File: src/dsp_pkg.sv
// ----------------------------------------------------------------------------
// dsp_pkg
// Shared types and constants of the delay slot pool.
// ----------------------------------------------------------------------------
`default_nettype none

package dsp_pkg;

    localparam int SLOTS_DEF = 16;
    localparam int POOLS_DEF = 4;

    localparam int REQ_W  = 3;
    localparam int POOL_W = 2;
    localparam int SLOT_W = 4;
    localparam int DLY_W  = 16;

    typedef enum logic [REQ_W-1:0] {
        REQ_TICK    = 3'd0,
        REQ_ALLOC   = 3'd1,
        REQ_RESTART = 3'd2,
        REQ_RELEASE = 3'd3,
        REQ_QUERY   = 3'd4
    } t_req_type;

    // per-cell controls
    typedef struct packed {
        logic tick;
        logic load;
        logic clr;
    } t_cell_ctl;

    // per-pool commands
    typedef struct packed {
        logic tick;
        logic restart;
        logic release_slot;
        logic seed;
    } t_pool_cmd;

endpackage

`default_nettype wire

File: src/dsp_cell.sv
// ----------------------------------------------------------------------------
// dsp_cell
// One delay slot: busy, count and done; passes the allocation token on.
// ----------------------------------------------------------------------------
`default_nettype none

module dsp_cell (
    input  wire logic                    i_clk,
    input  wire logic                    i_rst_n,
    input  wire dsp_pkg::t_cell_ctl      i_ctl,
    input  wire logic [dsp_pkg::DLY_W-1:0] i_dly,
    input  wire logic                    i_tok,
    output logic                         o_tok,
    output logic                         o_claim,
    output logic                         o_done
);
    import dsp_pkg::*;

    logic             r_tok;
    logic             r_busy;
    logic             r_done;
    logic [DLY_W-1:0] r_count;

    // token stops at the first free slot, otherwise moves on
    assign o_claim = r_tok & ~r_busy;
    assign o_tok   = r_tok & r_busy;
    assign o_done  = r_done;

    always_ff @(posedge i_clk) begin
        if (!i_rst_n) begin
            r_tok   <= 1'b0;
            r_busy  <= 1'b0;
            r_done  <= 1'b0;
            r_count <= '0;
        end else begin
            r_tok <= i_tok;
            if (i_ctl.clr) begin
                r_busy  <= 1'b0;
                r_done  <= 1'b0;
                r_count <= '0;
            end else if (i_ctl.load || o_claim) begin
                r_busy  <= 1'b1;
                r_done  <= 1'b0;
                r_count <= i_dly;
            end else if (i_ctl.tick && r_busy) begin
                if (r_count != '0) begin
                    r_count <= r_count - DLY_W'(1);
                end
                // reaches or sits at zero
                if (r_count <= DLY_W'(1)) begin
                    r_done <= 1'b1;
                end
            end
        end
    end

endmodule

`default_nettype wire

File: src/dsp_pool.sv
// ----------------------------------------------------------------------------
// dsp_pool
// Chain of slot cells for one timer channel; token scans for a free slot.
// ----------------------------------------------------------------------------
`default_nettype none

module dsp_pool #(
    parameter int SLOTS = dsp_pkg::SLOTS_DEF
) (
    input  wire logic                       i_clk,
    input  wire logic                       i_rst_n,
    input  wire dsp_pkg::t_pool_cmd         i_cmd,
    input  wire logic [dsp_pkg::SLOT_W-1:0] i_slot,
    input  wire logic [dsp_pkg::DLY_W-1:0]  i_dly,
    output logic                            o_claim,
    output logic                            o_tail,
    output logic                            o_done_sel
);
    import dsp_pkg::*;

    logic [SLOTS:0]   tok;
    logic [SLOTS-1:0] claim;
    logic [SLOTS-1:0] done;
    logic [SLOTS-1:0] hit;

    assign tok[0] = i_cmd.seed;

    for (genvar s = 0; s < SLOTS; s++) begin : g_cell
        t_cell_ctl ctl;

        assign hit[s]   = (int'(i_slot) == s);
        assign ctl.tick = i_cmd.tick;
        assign ctl.load = i_cmd.restart & hit[s];
        assign ctl.clr  = i_cmd.release_slot & hit[s];

        dsp_cell u_cell (
            .i_clk   (i_clk),
            .i_rst_n (i_rst_n),
            .i_ctl   (ctl),
            .i_dly   (i_dly),
            .i_tok   (tok[s]),
            .o_tok   (tok[s+1]),
            .o_claim (claim[s]),
            .o_done  (done[s])
        );
    end

    assign o_claim    = |claim;
    assign o_tail     = tok[SLOTS];
    assign o_done_sel = |(done & hit);

endmodule

`default_nettype wire

File: src/delay_slot_pool_unit.sv
// ----------------------------------------------------------------------------
// delay_slot_pool_unit
// Pools of countdown delay slots, one chain of slot cells per timer channel.
// ----------------------------------------------------------------------------
//  channel   | handshake                  | fields
//  request   | start, busy                | i_req_type i_pool i_slot i_delay_ticks
//  result    | o_valid (one-cycle strobe) | o_status o_slot_out o_done_res
//
//  Tick, restart, release, query and unknown requests: result strobes the
//  cycle after accept; busy stays low, so one such request per cycle.
//  Allocate to an existing pool: a token walks the pool's cell chain one slot
//  per cycle; the result comes once it claims the first free slot or leaves a
//  full pool, busy high meanwhile. Synchronous active-low reset clears every slot.
//  Results cannot be held off; each is shown for exactly one cycle.
// ----------------------------------------------------------------------------
`default_nettype none

module delay_slot_pool_unit #(
    parameter int SLOTS = dsp_pkg::SLOTS_DEF,
    parameter int POOLS = dsp_pkg::POOLS_DEF
) (
    input  wire logic                       i_clk,
    input  wire logic                       i_rst_n,
    input  wire logic                       start,
    output logic                            busy,
    input  wire logic [dsp_pkg::REQ_W-1:0]  i_req_type,
    input  wire logic [dsp_pkg::POOL_W-1:0] i_pool,
    input  wire logic [dsp_pkg::SLOT_W-1:0] i_slot,
    input  wire logic [dsp_pkg::DLY_W-1:0]  i_delay_ticks,
    output logic                            o_valid,
    output logic                            o_status,
    output logic [dsp_pkg::SLOT_W-1:0]      o_slot_out,
    output logic                            o_done_res
);
    import dsp_pkg::*;

    localparam int SW = (SLOTS > 1) ? $clog2(SLOTS) : 1;

    typedef enum logic {
        ST_IDLE,
        ST_HUNT
    } t_state;

    t_state           r_state;
    logic [SW-1:0]    r_scan;
    logic [DLY_W-1:0] r_dly;
    logic             r_valid;
    logic             r_status;
    logic [SLOT_W-1:0] r_slot_out;
    logic             r_done_res;

    logic             acc;
    logic             acc_tick;
    logic             acc_alloc;
    logic             acc_restart;
    logic             acc_release;
    logic             acc_query;
    logic [POOLS-1:0] pool_hit;
    logic [POOLS-1:0] claim;
    logic [POOLS-1:0] tail;
    logic [POOLS-1:0] done_sel;
    logic             any_claim;
    logic             any_tail;
    logic             pool_ok;
    logic             done_q;
    logic [DLY_W-1:0] cell_dly;
    logic [SW+SLOT_W-1:0] scan_ext;

    assign acc = start & ~busy;

    always_comb begin
        acc_tick    = 1'b0;
        acc_alloc   = 1'b0;
        acc_restart = 1'b0;
        acc_release = 1'b0;
        acc_query   = 1'b0;
        unique case (t_req_type'(i_req_type))
            REQ_TICK:    acc_tick    = acc;
            REQ_ALLOC:   acc_alloc   = acc;
            REQ_RESTART: acc_restart = acc;
            REQ_RELEASE: acc_release = acc;
            REQ_QUERY:   acc_query   = acc;
            default: ;
        endcase
    end

    // restart loads the live operand; the scan loads the one captured at accept
    assign cell_dly = (r_state == ST_HUNT) ? r_dly : i_delay_ticks;

    for (genvar p = 0; p < POOLS; p++) begin : g_pool
        t_pool_cmd cmd;

        assign pool_hit[p]      = (int'(i_pool) == p);
        assign cmd.tick         = acc_tick & pool_hit[p];
        assign cmd.restart      = acc_restart & pool_hit[p];
        assign cmd.release_slot = acc_release & pool_hit[p];
        assign cmd.seed         = acc_alloc & pool_hit[p];

        dsp_pool #(
            .SLOTS (SLOTS)
        ) u_pool (
            .i_clk      (i_clk),
            .i_rst_n    (i_rst_n),
            .i_cmd      (cmd),
            .i_slot     (i_slot),
            .i_dly      (cell_dly),
            .o_claim    (claim[p]),
            .o_tail     (tail[p]),
            .o_done_sel (done_sel[p])
        );
    end

    assign pool_ok   = |pool_hit;
    assign any_claim = |claim;
    assign any_tail  = |tail;
    assign done_q    = |(done_sel & pool_hit);
    assign scan_ext  = {{SLOT_W{1'b0}}, r_scan};

    always_ff @(posedge i_clk) begin
        if (!i_rst_n) begin
            r_state    <= ST_IDLE;
            r_scan     <= '0;
            r_valid    <= 1'b0;
            r_status   <= 1'b0;
            r_slot_out <= '0;
            r_done_res <= 1'b0;
        end else begin
            r_valid <= 1'b0;
            unique case (r_state)
                ST_IDLE: begin
                    if (acc) begin
                        r_status   <= 1'b0;
                        r_slot_out <= '0;
                        r_done_res <= 1'b0;
                        if (acc_alloc && pool_ok) begin
                            r_state <= ST_HUNT;
                            r_scan  <= '0;
                        end else begin
                            r_valid <= 1'b1;
                            if (acc_alloc) begin
                                r_status <= 1'b1;
                            end
                            if (acc_restart || acc_release || acc_query) begin
                                r_slot_out <= i_slot;
                            end
                            if (acc_query) begin
                                r_done_res <= done_q;
                            end
                        end
                    end
                end
                ST_HUNT: begin
                    if (any_claim) begin
                        r_state    <= ST_IDLE;
                        r_valid    <= 1'b1;
                        r_slot_out <= scan_ext[SLOT_W-1:0];
                    end else if (any_tail) begin
                        // pool full
                        r_state  <= ST_IDLE;
                        r_valid  <= 1'b1;
                        r_status <= 1'b1;
                    end else begin
                        r_scan <= r_scan + SW'(1);
                    end
                end
                default: r_state <= ST_IDLE;
            endcase
        end
    end

    always_ff @(posedge i_clk) begin
        if (acc_alloc) begin
            r_dly <= i_delay_ticks;
        end
    end

    assign busy       = (r_state == ST_HUNT);
    assign o_valid    = r_valid;
    assign o_status   = r_status;
    assign o_slot_out = r_slot_out;
    assign o_done_res = r_done_res;

endmodule

`default_nettype wire

File: config.mk
export PLATFORM = sky130hd
export DESIGN_NAME = delay_slot_pool_unit
export DESIGN_NICKNAME = d
export VERILOG_FILES = /design/src/dsp_pkg.sv /design/src/dsp_cell.sv /design/src/dsp_pool.sv /design/src/delay_slot_pool_unit.sv
export SDC_FILE = /design/constraint.sdc
export NUM_CORES = 2
export LEC_CHECK = 0
export CORE_ASPECT_RATIO = 0.75
export CORE_MARGIN = 4
export CORE_UTILIZATION = 45
export DETAILED_ROUTE_END_ITERATION = 7
export DONT_BUFFER_PORTS = 1
export SETUP_SLACK_MARGIN = 0.2
export SYNTH_ARGS = -nofsm -noshare
export SYNTH_HDL_FRONTEND = slang
export SYNTH_SLANG_ARGS = --single-unit
File: constraint.sdc
create_clock -name i_clk -period 3.3 [get_ports i_clk]
set_clock_uncertainty 0.1 [all_clocks]
set_input_delay 0.495 -clock i_clk [delete_from_list [all_inputs] [get_ports i_clk]]
set_output_delay 0.495 -clock i_clk [all_outputs]
set_load 0.05 [all_outputs]
# [After elaboration in Yosys (flattened, before gate mapping)]
# Index checks and enable logic that the tools add are counted.
[word_totals] latch_bits=0 memories=0 ramBits=0 output_inout_bits=8 in_bits=28 rom_bits=0 regBits=1244
[classes] n_div=0 reduce_logical=594 multipliers=0 bitwise_logic=344 shifts=0 eq_ne=28 n_mux=226 magnitude_cmp=64 add_sub_neg=65
[op_table] operator="16-bit two-way mux" n=193
[op_table] operator="16-bit by 1-bit less-or-equal comparator with 1-bit output (second input constant)" n=64
[op_table] operator="16-bit nonzero test" n=64
[op_table] operator="16-bit by 1-bit subtractor with 16-bit output (second input constant)" n=64
[op_table] operator="1-bit AND" n=273
[op_table] operator="2-bit AND reduction" n=130
[op_table] operator="2-bit nonzero test" n=128
[op_table] operator="3-bit OR reduction" n=64
[op_table] operator="2-bit OR reduction" n=64
[op_table] operator="1-bit logical OR" n=66
[op_table] operator="1-bit NOT" n=66
[op_table] operator="1-bit logical AND" n=65
[op_table] operator="16-bit AND" n=4
[op_table] operator="16-bit OR reduction" n=4
[op_table] operator="64-bit OR reduction" n=1
[op_table] operator="4-bit equality test (second input constant)" n=8
[op_table] operator="4-bit two-way mux" n=8
[op_table] operator="1-bit two-way mux" n=20
[op_table] operator="4-bit by 3-bit equality test with 1-bit output (second input constant)" n=4
[op_table] operator="4-bit one-hot mux with 2 select lines" n=2
[op_table] operator="4-bit OR reduction" n=3
[op_table] operator="4-bit by 2-bit equality test with 1-bit output (second input constant)" n=2
[op_table] operator="3-bit by 2-bit equality test with 1-bit output (second input constant)" n=2
[op_table] operator="2-bit by 1-bit != test with 1-bit output (second input constant)" n=3
[op_table] operator="other kinds (14)" n=19

# [Logic depth before layout (Yosys ltp)]
[depth] word_depth=9 mapped_depth=10

# [Cells and area by module]
# From an unflattened synthesis, not the netlist that was laid out.
[unflattened] hier_cells=8782 hier_area_um2=71607.4
[modules_own_cells] mod="dsp_cell" cells_per_inst=130 instances=64 area_per_inst_um2=1068.5 seq_area_each_um2=380.4
[modules_own_cells] mod="dsp_pool" cells_per_inst=80 instances=4 area_per_inst_um2=426.7 seq_area_each_um2=0.0
[modules_own_cells] mod="delay_slot_pool_unit" cells_per_inst=142 instances=1 area_per_inst_um2=1515.2 seq_area_each_um2=720.7

# [Least setup slack after synthesis]
# No wires, ideal clock.
[synth_timing] path_kind="flip-flop to flip-flop" from="register r_state, in the netlist busy" to="register g_pool[2].u_pool.g_cell[7].u_cell.r_count[12]" t_required_ns=3.054 stages_incl_launch_ff=9 setup_ns=0.146 n_path_buf=2 slack_ns=0.255 arrival_ns=2.798 path_cell_list="dfxtp_1 -> buf_6 -> or4b_1 -> buf_4 -> nor3_4 -> o211ai_4 -> or4_1 -> o311ai_0 -> o21ai_0"
[synth_via] elab_chain_len=8
[synth_lines] element="start: declaration" line_no="delay_slot_pool_unit.sv:44" rtl="t_state r_state;"
[synth_lines] element="start signal: assignment" line_no="delay_slot_pool_unit.sv:121" rtl="r_state <= ST_IDLE;"
[synth_lines] element="start signal: assignment" line_no="delay_slot_pool_unit.sv:136" rtl="r_state <= ST_HUNT;"
[synth_lines] element="start signal: assignment" line_no="delay_slot_pool_unit.sv:154" rtl="r_state <= ST_IDLE;"
[synth_lines] element="1-bit NOT (no source line)"
[synth_lines] element="1-bit AND" line_no="delay_slot_pool_unit.sv:69" rtl="assign acc = start & ~busy;"
[synth_lines] element="1-bit two-way mux" line_no="delay_slot_pool_unit.sv:77" rtl="unique case (t_req_type'(i_req_type))"
[synth_lines] element="1-bit AND" line_no="delay_slot_pool_unit.sv:95" rtl="assign cmd.restart = acc_restart & pool_hit[p];"
[synth_lines] element="1-bit AND" line_no="dsp_pool.sv:33" rtl="assign ctl.load = i_cmd.restart & hit[s];"
[synth_lines] element="1-bit logical OR" line_no="dsp_cell.sv:41" rtl="end else if (i_ctl.load || o_claim) begin"
[synth_lines] element="2-bit nonzero test (no source line)"
[synth_lines] element="2-bit AND reduction (no source line)"
[synth_lines] element="end signal: assignment" line_no="dsp_cell.sv:44" rtl="r_count <= i_dly;"
[synth_lines] element="end signal: assignment" line_no="dsp_cell.sv:47" rtl="r_count <= r_count - DLY_W'(1);"
[synth_lines] element="end: declaration" line_no="dsp_cell.sv:22" rtl="logic [DLY_W-1:0] r_count;"
# Several ways; a longest one is shown, not always the timed one.
# A chain may end at the register's enable or synchronous reset.

# [Final worst setup path]
[layout_timing] from="register r_state, in the netlist busy" to="register g_pool[2].u_pool.g_cell[2].u_cell.r_count[5]"
[layout_via] elab_chain_len=8
[layout_lines] element="1-bit NOT (no source line)"
[layout_lines] element="1-bit AND" line_no="delay_slot_pool_unit.sv:69"
[layout_lines] element="1-bit two-way mux" line_no="delay_slot_pool_unit.sv:77"
[layout_lines] element="1-bit AND" line_no="delay_slot_pool_unit.sv:95"
[layout_lines] element="1-bit AND" line_no="dsp_pool.sv:33"
[layout_lines] element="1-bit logical OR" line_no="dsp_cell.sv:41"
[layout_lines] element="2-bit nonzero test (no source line)"
[layout_lines] element="2-bit AND reduction (no source line)"
[layout_lines] element="end signal: assignment" line_no="dsp_cell.sv:44"
[layout_lines] element="end signal: assignment" line_no="dsp_cell.sv:47"
[layout_lines] element="end: declaration" line_no="dsp_cell.sv:22"
# Several ways; a longest one is shown, not always the timed one.

==> impl_metrics.toml <==
[timing]
worst_pin_slew_ns = 1.172
final.setup.tns_ns = 0
period_share_pct = 90.97
finalMaxSlewViolations = 0
setup_ws_ns = 0.2980
hold_viol = 0
max_slew_margin_pct = 21.87
setup_viol = 0
min_period_ns = 3.002
rsz0062_at_grt = "false"
max_freq_mhz = 333.1

[die]
rows = 123
dieArea_um2 = 157200
die_w_um = 456.5
ios = 36
initial_core_util_pct = 45.28
core_area_um2 = 149900
die_y_um = 344.3

[placed_design]
pre_cts_slack_ns = 0.1122
port_buffers = 0
dp_hpwl_um = 170000
dp.cells = 10350
routabilityCongestion = 0.9863

[logic_synthesis]
synth_commonest_cells = "dfxtp_1, nor2_1, a21oi_1"
synth_area_um2 = 67880
synth.most_common_cell = "dfxtp_1"
synth_cell_types = 101
synth_top_cell_by_area = "dfxtp_1"
syn_area_per_cell_um2 = 8.054
synth_seq_cells = 1244
synthCells = 8428
syn_nets = 8649
synth_top_area_share_pct = 36.22
synth_async_sr_flop_share_pct = 0
ys_seq_area_share_pct = 36.93
synthFlopType = "dfxtp_1"
synth_edf_count = 16
yosys_warnings = 0
synth_area_leaders = "dfxtp_1, nor2_1, a21oi_1"

[global_routing]
track_usage_pct = 32.06
busiest_layer = "met2"
grt_first_pass_wirelength_um = 392900
use_met1_pct = 45.55
antenna_found_initial = 13
grt_max_degree = 86
overflow = 0
grt_pass1_vias = 61760
use_met3_pct = 6.644
grt_use_met2_pct = 46.48

[cts]
path_clk_slew_ns = 0.06
clockRootBuffer = "clkbuf_16"
cts_tree = "done"
clk_path_buf_depth = 3
insertion_delay_ns = 0.80
clock-sinks = 1244
cts_buffers = 136
htreeDepth = 4

[hold_path]
worstHoldPathCells = 2
hp-class = "in2reg"
hold_start = "i_rst_n"

[detailed_routing]
drt.antenna.violating_nets = 0
drt_wl_total_um = 262600
vias = 69070
viasPerCell = 6.498
drc = 0
drtIter0Drc = 8573
wire_per_inst_um = 24.71
firstDrtPassIters = 6

[final_layout]
final_nets = 8740
fillers = 14240
areaGrowthSynthToFinish_pct = 14.16
drive_above_1_share_pct = 10.38
register_area_um2 = 25070
layout.cells.non_filler = 10630
multi_input_area_um2 = 40460
fin_util_pct = 51.70

[setup_path]
crit_start = "busy"
r2r_end = "g_pool[2].u_pool.g_cell[2].u_cell.r_count[5]"
reg2reg_slack_ns = 0.30
worstSetupStartpointType = "flop"
crit_end = "g_pool[2].u_pool.g_cell[2].u_cell.r_count[5]"
critPathKind = "reg2reg"
cp.required_ns = 3.92
arrival_ns = 3.63
r2r_start = "busy"
worstPathMaxFanout = 22
reg2reg_depth = 8
cp-end-kind = "flop"

[power_and_ir_drop]
power.total_mw = 33.66
p_leak_nw = 28.01
powerDensity_nw_per_um2 = 434.4
vdd_drop_max_uv = 540.6

[outcome]
status = "complete, no violations"

[job]
cap_violations = 0
stage by stage:
step,cell area [um^2],hold slack [ns]
CTS,77420,0.004974
floorplan,67880,0.3197
finish,77490,0.05719
global placement,72250,0.3443
detailed placement,72250,0.3500
global route,77480,0.04960
cell usage in the layout, fill, tap and decap left out, types with 33 or more instances in the layout:
| cell type | n |
|---|---|
| a211oi_1 | 258 |
| a21oi_1 | 624 |
| a22oi_1 | 43 |
| a31oi_1 | 289 |
| a32oi_1 | 43 |
| and2_1 | 35 |
| and3_1 | 105 |
| buf_12 | 35 |
| buf_4 | 378 |
| clkbuf_16 | 143 |
| clkbuf_8 | 33 |
| dfxtp_1 | 1227 |
| ha_1 | 193 |
| inv_1 | 206 |
| mux2_2 | 76 |
| nand2_1 | 597 |
| nand2b_1 | 85 |
| nand3_1 | 248 |
| nand4_1 | 115 |
| nor2_1 | 974 |
| nor2b_1 | 44 |
| nor3_1 | 333 |
| nor4_1 | 267 |
| o211ai_1 | 161 |
| o21a_1 | 64 |
| o21ai_0 | 257 |
| o21ai_1 | 82 |
| o22ai_1 | 129 |
| o311ai_0 | 116 |
| or2_2 | 52 |
| or3_1 | 186 |
| or4_1 | 222 |
| xnor2_1 | 178 |
| xor2_1 | 116 |
state kept, by name (all words and copies together) (netlist names):
name / flops
g_pool.u_pool.g_cell.u_cell.r_count: 1024
g_pool.u_pool.g_cell.u_cell.o_done: 64
g_pool.u_pool.g_cell.u_cell.r_busy: 64
g_pool.u_pool.g_cell.u_cell.r_tok: 64
r_dly: 16
o_slot_out: 4
r_scan: 4
busy: 1
o_done_res: 1
o_status: 1
o_valid: 1
report_power, final:
| part | switching [mW] | internal [mW] | leakage [nW] |
|---|---|---|---|
| logic | 1.44 | 0.421 | 15.6 |
| registers | 0.0423 | 15.1 | 10.0 |
| clock network | 6.78 | 9.90 | 2.38 |
worst min path at each step:
stage | to | slack (ns)
floorplan | g_pool[0].u_pool.g_cell[13].u_cell.o_done | 0.32
global placement | g_pool[0].u_pool.g_cell[13].u_cell.o_done | 0.34
detailed placement | g_pool[0].u_pool.g_cell[13].u_cell.o_done | 0.35
CTS | g_pool[0].u_pool.g_cell[13].u_cell.r_count[13] | 0.005
global route | o_status | 0.05
finish | o_status | 0.06
cell type report:
type	count	share of cell area [%]
sequential	1244	32.35
clock inverter	50	0.9171
inverter	206	0.9979
timing repair buffer	443	5.001
antenna	5	0.01615
tap	2000	3.229
multi-input combinational	6488	52.21
clock buffer	192	5.282
kinds of logic (layout without fill, tap and decap cells):
kind of cell | after synthesis | after routing | synth area share [%]
mux | 123 | 123 | 2.042
xor+xnor | 294 | 294 | 3.794
other cells | 0 | 5 | 0
simple gates | 3454 | 3454 | 26.11
buf+inv | 696 | 891 | 3.930
compound gates | 2424 | 2424 | 23.64
flops | 1244 | 1244 | 36.93
fa+ha+maj | 193 | 193 | 3.558
worst max-delay path, cell delays in order, from the launching register on:
cell	delay, ns
dfxtp_4	0.39
or4b_1	0.53
buf_4	0.25
nor3_4	0.26
buf_12	0.24
o211ai_2	0.25
buf_4	0.25
or4_1	0.46
a31oi_1	0.16
what timing repair did:
action | CTS | global route
hold buffers | 31 | 0
resized for setup | 0 | 4
endpoints found under the setup margin | 0 | 18
buffers inserted | 0 | 4
hold endpoints to repair | 140 | 0
metal layers:
metal | routed length [um] | vias up
li1 | - | 32020
met1 | 115900 | 33040
met4 | 12930 | 2
met5 | 13 | -
met2 | 106800 | 3362
met3 | 26900 | 635
Power figures use the tool's default switching activity.
